### config.mk
export PLATFORM = sky130hd
export DESIGN_NAME = evi_ease
export DESIGN_NICKNAME = d
export VERILOG_FILES = /design/src/hdl/eased_value_interpolator_assert.svh /design/src/hdl/evi_pkg.sv /design/src/hdl/evi_ease.sv
export SDC_FILE = /design/constraint.sdc
export NUM_CORES = 2
export LEC_CHECK = 0
export BUFFER_PORTS_ARGS = -buffer_cell sky130_fd_sc_hd__buf_4
export CORE_MARGIN = 3
export CORE_UTILIZATION = 65
export DETAILED_ROUTE_END_ITERATION = 10
export GPL_TIMING_DRIVEN = 0
export PLACE_DENSITY = 0.86
export SLEW_MARGIN = 30
export SYNTH_ARGS = -nofsm -noshare
export SYNTH_HDL_FRONTEND = slang
export SYNTH_SLANG_ARGS = --single-unit
export TNS_END_PERCENT = 100
### constraint.sdc
create_clock -name clk -period 17.9 [get_ports clk]
set_clock_uncertainty 0.05 [all_clocks]
set_input_delay 0 -clock clk [delete_from_list [all_inputs] [get_ports clk]]
set_output_delay 0 -clock clk [all_outputs]
set_load 0.02 [all_outputs]
### src/hdl/eased_value_interpolator_assert.svh
// Assertion macros shared by the RTL of the eased value interpolator.
// Each macro expects signals named clk and rst_n in the enclosing module.
`ifndef EASED_VALUE_INTERPOLATOR_ASSERT_SVH
`define EASED_VALUE_INTERPOLATOR_ASSERT_SVH

// The property must hold in the same cycle as the condition.
`define EVI_ASSERT_SAME(lbl, cond, prop, msg) \
    lbl: assert property (@(posedge clk) disable iff (!rst_n) (cond) |-> (prop)) \
        else $error(msg);

// The property must hold in the cycle after the condition.
`define EVI_ASSERT_NEXT(lbl, cond, prop, msg) \
    lbl: assert property (@(posedge clk) disable iff (!rst_n) (cond) |=> (prop)) \
        else $error(msg);

`endif

### src/hdl/evi_pkg.sv
`default_nettype none

package evi_pkg;

    // Default number of fraction bits of the progress value.
    localparam int FRAC_BITS_DEF = 24;

    // Field and register widths.
    localparam int LEVEL_W    = 32;
    localparam int DIFF_W     = LEVEL_W + 1;
    localparam int DUR_W      = 31;
    localparam int CURVE_W    = 3;
    localparam int CFG_IDX_W  = 1;
    localparam int CFG_DATA_W = 31;
    localparam int IN_DATA_W  = 3 * LEVEL_W;

    // Register indexes.
    localparam logic [CFG_IDX_W-1:0] REG_DURATION = 1'd0;
    localparam logic [CFG_IDX_W-1:0] REG_CURVE    = 1'd1;

    // Curve codes; the remaining codes act as linear.
    localparam logic [CURVE_W-1:0] CURVE_LINEAR   = 3'd0;
    localparam logic [CURVE_W-1:0] CURVE_IN       = 3'd1;
    localparam logic [CURVE_W-1:0] CURVE_OUT      = 3'd2;
    localparam logic [CURVE_W-1:0] CURVE_IN_OUT   = 3'd3;
    localparam logic [CURVE_W-1:0] CURVE_BEZIER   = 3'd4;
    localparam logic [CURVE_W-1:0] CURVE_PARAM    = 3'd5;

endpackage

`default_nettype wire

### src/hdl/evi_ease.sv
`default_nettype none

// Two multiply stages that shape the progress value along the curve and
// prepare the square and denominator for the parametric division.
module evi_ease #(
    parameter int FRAC_BITS = 24,
    parameter int PW        = 65
) (
    input  wire logic                       clk,
    input  wire logic                       rst_n,
    input  wire logic                       en,
    input  wire logic [evi_pkg::CURVE_W-1:0] curve,
    input  wire logic                       vld_in,
    input  wire logic [FRAC_BITS:0]         p_in,
    input  wire logic [PW-1:0]              pay_in,
    output logic                            vld_out,
    output logic      [FRAC_BITS:0]         sq_out,
    output logic      [FRAC_BITS+2:0]       den_out,
    output logic      [FRAC_BITS:0]         ease_out,
    output logic      [PW-1:0]              pay_out
);

    localparam int F  = FRAC_BITS;
    localparam int MW = 2 * F + 3;
    localparam logic [F:0]   ONE    = (F+1)'(1) << F;
    localparam logic [F:0]   HALF   = (F+1)'(1) << (F - 1);
    localparam logic [F+1:0] TWO_1  = (F+2)'(2) << F;
    localparam logic [F+1:0] THREE1 = (F+2)'(3) << F;
    localparam logic [F+2:0] ONE_D  = (F+3)'(1) << F;

    logic [F:0]    op_a;
    logic [F+1:0]  op_b;
    logic          hi_half;

    logic          vld1_reg;
    logic [F:0]    p1_reg;
    logic [MW-1:0] prod1_reg;
    logic [PW-1:0] pay1_reg;

    logic [F:0]          sq1;
    logic [F+1:0]        k1;
    logic signed [F+2:0] dsq;
    logic [F+2:0]        den1;
    logic [MW-1:0]       dbl1;
    logic [F:0]          pre1;

    logic          vld2_reg;
    logic [MW-1:0] prod2_reg;
    logic [F:0]    pre2_reg;
    logic [F:0]    sq2_reg;
    logic [F+2:0]  den2_reg;
    logic [PW-1:0] pay2_reg;

    // Operand selection for the first multiplier.
    always_comb
    begin
        hi_half = (p_in > HALF);
        op_a    = p_in;
        op_b    = {1'b0, p_in};
        unique case (curve)
            evi_pkg::CURVE_OUT:
            begin
                op_b = TWO_1 - {1'b0, p_in};
            end
            evi_pkg::CURVE_IN_OUT:
            begin
                if (hi_half)
                begin
                    op_a = p_in - HALF;
                    op_b = {1'b0, ONE - (p_in - HALF)};
                end
            end
            default:
            begin
                op_b = {1'b0, p_in};
            end
        endcase
    end

    always_ff @(posedge clk or negedge rst_n)
    begin
        if (!rst_n)
        begin
            vld1_reg <= 1'b0;
            vld2_reg <= 1'b0;
        end
        else if (en)
        begin
            vld1_reg <= vld_in;
            vld2_reg <= vld1_reg;
        end
    end

    always_ff @(posedge clk)
    begin
        if (en)
        begin
            p1_reg    <= p_in;
            prod1_reg <= MW'(op_a) * MW'(op_b);
            pay1_reg  <= pay_in;
        end
    end

    // Second stage: curve values from the first product, the cubic term of
    // the Bezier curve, and the denominator of the parametric curve.
    always_comb
    begin
        sq1  = prod1_reg[2*F:F];
        k1   = THREE1 - {p1_reg, 1'b0};
        dsq  = signed'({2'b00, sq1}) - signed'({2'b00, p1_reg});
        den1 = (F+3)'(dsq <<< 1) + ONE_D;
        dbl1 = prod1_reg >> (F - 1);
        unique case (curve)
            evi_pkg::CURVE_IN:     pre1 = prod1_reg[2*F:F];
            evi_pkg::CURVE_OUT:    pre1 = prod1_reg[2*F:F];
            evi_pkg::CURVE_IN_OUT:
            begin
                if (p1_reg > HALF)
                begin
                    pre1 = dbl1[F:0] + HALF;
                end
                else
                begin
                    pre1 = dbl1[F:0];
                end
            end
            default:               pre1 = p1_reg;
        endcase
    end

    always_ff @(posedge clk)
    begin
        if (en)
        begin
            prod2_reg <= MW'(sq1) * MW'(k1);
            pre2_reg  <= pre1;
            sq2_reg   <= sq1;
            den2_reg  <= den1;
            pay2_reg  <= pay1_reg;
        end
    end

    assign vld_out  = vld2_reg;
    assign sq_out   = sq2_reg;
    assign den_out  = den2_reg;
    assign ease_out = (curve == evi_pkg::CURVE_BEZIER) ? prod2_reg[2*F:F] : pre2_reg;
    assign pay_out  = pay2_reg;

endmodule

`default_nettype wire

## Word level (Yosys, flattened, before mapping)

Index checks and enable logic that the tools add are counted.

- Register bits: 332
- Input port bits: 97
- Output and inout bits: 143
- Word-level logic and storage cells: 33

- $add $sub $neg: 7
- Multipliers: 2
- Magnitude comparators: 2
- Equal/unequal tests: 4
- Muxes and demuxes: 7
- Reductions and logical operators: 1

Operators with widths:

| kind | number |
|---|---|
| 25-bit two-way mux | 5 |
| 25-bit by 26-bit multiplier with 49-bit output | 2 |
| 26-bit one-hot mux with 2 select lines | 1 |
| 25-bit by 24-bit greater-than comparator with 1-bit output, second input constant | 2 |
| 25-bit one-hot mux with 2 select lines | 1 |
| 27-bit by 25-bit adder with 27-bit output, second input constant | 1 |
| 25-bit by 25-bit subtractor with 26-bit output | 1 |
| 26-bit by 25-bit subtractor with 26-bit output, first input constant | 1 |
| 26-bit subtractor, first input constant | 1 |
| 25-bit by 24-bit adder with 25-bit output, second input constant | 1 |
| 25-bit by 24-bit subtractor with 25-bit output, second input constant | 1 |
| 25-bit subtractor, first input constant | 1 |
| 3-bit by 2-bit equality test with 1-bit output, second input constant | 2 |
| 3-bit by 1-bit equality test with 1-bit output, second input constant | 1 |
| 3-bit equality test, second input constant | 1 |
| 2-bit OR reduction | 1 |

## Logic depth before layout (Yosys ltp)

- Word-level depth: 5
- Depth in mapped cells: 39

## Worst setup path before layout

Ideal clock, no wire load.

- Path type: input port to flip-flop
- Start point: input port p_in[1]
- End point: register prod1_reg[48] (data pin)
- Library setup time: 0.264 ns
- Arrival time: 8.620 ns
- Data required time: 17.586 ns
- Path slack: 8.966 ns
- Stages: 36
- Buffers on the path: 5
- Cells stage by stage: inv_1 -> clkbuf_1 -> ha_1 -> or3b_1 -> nor4_1 -> a31o_2 -> buf_4 -> nor2b_1 -> buf_2 -> buf_2 -> nor2_1 -> xor2_1 -> clkbuf_1 -> nand2_1 -> fa_1 -> inv_1 -> fa_1 -> inv_1 -> fa_1 -> fa_1 -> inv_1 -> fa_1 -> fa_1 -> inv_1 -> fa_1 -> inv_1 -> ha_1 -> and2_1 -> and3_1 -> a221oi_1 -> nor4bb_1 -> a21oi_1 -> o22a_1 -> a21o_1 -> a211oi_1 -> xnor2_1

- Word-level cells in the longest chain between the ends: 5

Ends and longest elaborated chain:

| item | line | source |
|---|---|---|
| start: declaration | evi_ease.sv:14 | `input wire logic [FRAC_BITS:0] p_in,` |
| 25-bit by 24-bit subtractor with 25-bit output | evi_ease.sv:69, evi_ease.sv:70 |  |
| 25-bit subtractor | evi_ease.sv:70 | `op_b = {1'b0, ONE - (p_in - HALF)};` |
| 25-bit two-way mux | evi_ease.sv:67 | `if (hi_half)` |
| 26-bit one-hot mux with 2 select lines | evi_ease.sv:60 | `unique case (curve)` |
| 25-bit by 26-bit multiplier with 49-bit output * | evi_ease.sv:99 | `prod1_reg <= MW'(op_a) * MW'(op_b);` |
| end signal: assignment | evi_ease.sv:99 |  |
| end: declaration | evi_ease.sv:37 | `logic [MW-1:0] prod1_reg;` |

Every way passes the cells marked *; elsewhere a longest branch is shown, timed or not.
A chain may end at the register's enable or synchronous reset.

## Worst setup path after layout

Ends and elaborated chain as after synthesis.

==> impl_results.md <==
* Post-layout nets at between 7000 and 8000
* Final ANT Viol Nets at 0
* CP required at between 15000 and 20000 ps
* Final wirelength at between 150000 and 200000 um
* Final min period at 12870 ps
* TNS Setup at 0 ps
* HPWL Detailed at 135000 um
* Drt first pass iters at 6
* Hold path depth at 2
* Crit path launch type: input port
* Async SR Flop Fraction at less than 1%
* Hold path endpoint: pay1_reg[8]
* Layout area overhead at 10.2%
* FF-to-FF End: prod2_reg[48]
* Clk buf depth at 3
* Die height at between 200 and 300 um
* Routed WL per cell at 25.0 um
* Total congestion overflow at 0
* Max-cap check violation count at 0
* Slowest-stage cell, CP: fa_1
* Period utilization at 71.9%
* Fillers at 5499
* Post-cts sizing count at 0
* Core footprint at 0.0777 mm^2
* Root Buffer: clkbuf_16
* Worst r2r src: p1_reg[0]
* H-tree levels at 1
* CP endpoint kind: flip-flop
* First-pass GRT wire length at 251000 um
* Die footprint at between 0.08 and 0.09 mm^2
* Final Hold Viols at 0
* Post-synth EDFFs at approximately 280
* Synth Cell Area at between 0.05 and 0.06 mm^2
* Gate count after technology mapping at approximately 5200
* Post-CTS Hold Buffers at 94
* Setup Viol. Count Final at 0
* Sink Count at 284
* Initial antenna violation count at 11
* Status: finished, final reports clean
* Reg2reg setup slack at 6810 ps
* FMAX at 77.7 MHz
* Routability congestion estimate at ~1.1
* Initial core utilization at approximately two thirds
* Slew @ Worst Pin at between 1000 and 1500 ps
* # rows at 102
* Vias in the first global route at 42834
* Total via count after detailed routing at 39848
* Pre-CTS setup slack at between 5000 and 6000 ps
* Layout cells sized above 1 at ~6.4%
* Largest net degree at the start of global routing at just under 100
* Number of buffers created by CTS at 31
* Slew HR at a little under a quarter
* GRT Util Overall at a little over two fifths
* RSZ-0062 raised after global routing: false
* Final worst slack at a little over 5000 ps
* Post-CTS setup buffer count at 0
* Vias per cell at 5.99
* Final core occ at 72.6%
* Distinct cells, synth at 82
* Ports at 240
* YS warnings at 0
* Clk pin slew, worst setup/hold paths at approximately 70 ps
* Skew-Pair Late Insertion Delay at around 630 ps
* Critical Path AT at roughly 13000 ps
* DR iter-0 viols at roughly 4200
* Crit path largest cell delay at between 800 and 900 ps
* CP most frequent cell: fa_1
* Top FF cell, synth: edfxtp_1
* Post-synthesis sequential area ratio at between 10% and 20%
* CTS tree: built
* #FFs+latches synth at ~280
* DR DRC count at 0
* Mapped Avg Cell Area at between 9 and 10 um^2
* R2r worst-path depth at 28
* Hold_sp: pay_in[8]
* Type of the most critical hold path: in -> reg
* CP Max Fanout at 10
* Slew Viols, Final at 0
* Critical path type: in -> reg
* Die Width at 287 um
* Hold WS at slightly below 50 ps
* PortBufs at between 200 and 250
## cells by family (layout without fill, tap and decap cells)
group / count (synthesis) / in the layout / share of synthesized area, %
buffers and inverters: 1468 / 1857 / 10.8
AO/OA/AOI/OAI: 313 / 313 / 4.01
XOR/XNOR: 129 / 129 / 2.26
other: 2 / 27 / 0.0147
adder cells (fa/ha/maj): 1442 / 1442 / 51.0
AND/OR/NAND/NOR: 1534 / 1534 / 14.6
flip-flops: 284 / 284 / 16.6
multiplexers: 30 / 30 / 0.653
## metal layers
layer / part of all wire [%] / global-route usage [%]
met5: 0.090 / 0.655
met4: 8.4 / 26.8
met3: 14 / 13.8
met2: 44 / 64.2
met1: 34 / 50.5
## placed cells by master (no fill, tap or decap), drive strengths merged, types with 14 or more instances in the layout
| cell | count |
|---|---|
| inv | 1200 |
| fa | 1072 |
| nand2 | 763 |
| and2 | 502 |
| ha | 370 |
| edfxtp | 282 |
| clkbuf | 275 |
| buf | 269 |
| nor2 | 96 |
| dlygate4sd3 | 94 |
| xnor2 | 90 |
| a21oi | 88 |
| o21ai | 55 |
| a21o | 40 |
| xor2 | 39 |
| nor2b | 28 |
| mux2 | 27 |
| a211oi | 27 |
| nor3 | 26 |
| conb | 24 |
| nand3 | 20 |
| o32ai | 17 |
| nand2b | 15 |
| and3 | 15 |
| clkinv | 15 |
| o21a | 14 |
| a31oi | 14 |
## cells in the mapped netlist (40+ instances only)
library cell	instances	area share, %
fa_1	1072	42
nor2_1	96	0.70
xnor2_1	88	1.5
a21oi_1	88	0.86
inv_1	1198	8.8
clkbuf_1	239	1.8
and2_1	501	6.1
edfxtp_1	282	17
ha_1	370	9.0
nand2_1	762	5.6
a21o_1	40	0.59
o21ai_0	53	0.52
## worst max-delay path, delay by kind of cell
family,cells,cell delay [ps]
buffers and inverters,10,2460
adder cells (fa/ha/maj),9,4780
AO/OA/AOI/OAI,10,3340
XOR/XNOR,1,130
AND/OR/NAND/NOR,7,2460
## cell type report
cell class              instances  area [um^2]  area share [%]
multi-input cells            3472        37300            66.1
flip-flops and latches        284         8520            15.1
inverters                    1200         4500            7.98
repair buffers                334         2810            4.98
well taps                    1040         1300            2.31
plain buffers                 268         1030            1.83
clock buffers                  36          795            1.41
clock inverters                19          188           0.333
diodes                          3         7.51          0.0133
## how the worst max path moves through the flow
stage | start | to | slack [ps] | cells past startpoint
final | p_in[1] | prod1_reg[48] | 5030 | 37
after global routing | p_in[1] | prod1_reg[48] | 4750 | 37
after CTS | p_in[1] | prod1_reg[48] | 5310 | 39
after detailed placement | p_in[1] | prod1_reg[48] | 5240 | 38
after global placement | p_in[1] | prod1_reg[48] | 5350 | 36
after floorplan | p_in[1] | prod1_reg[48] | 8970 | 36
## stage by stage
step	cell area (um^2)	std cells
global placement	54300	6501
finish	56400	6656
global route	56400	6654
CTS	56400	6653
detailed placement	54400	6504
floorplan	51300	5224
Power is left out: the tool's default activity adds up to more than one toggle a clock period on the data nets, which glitch-free logic cannot reach.
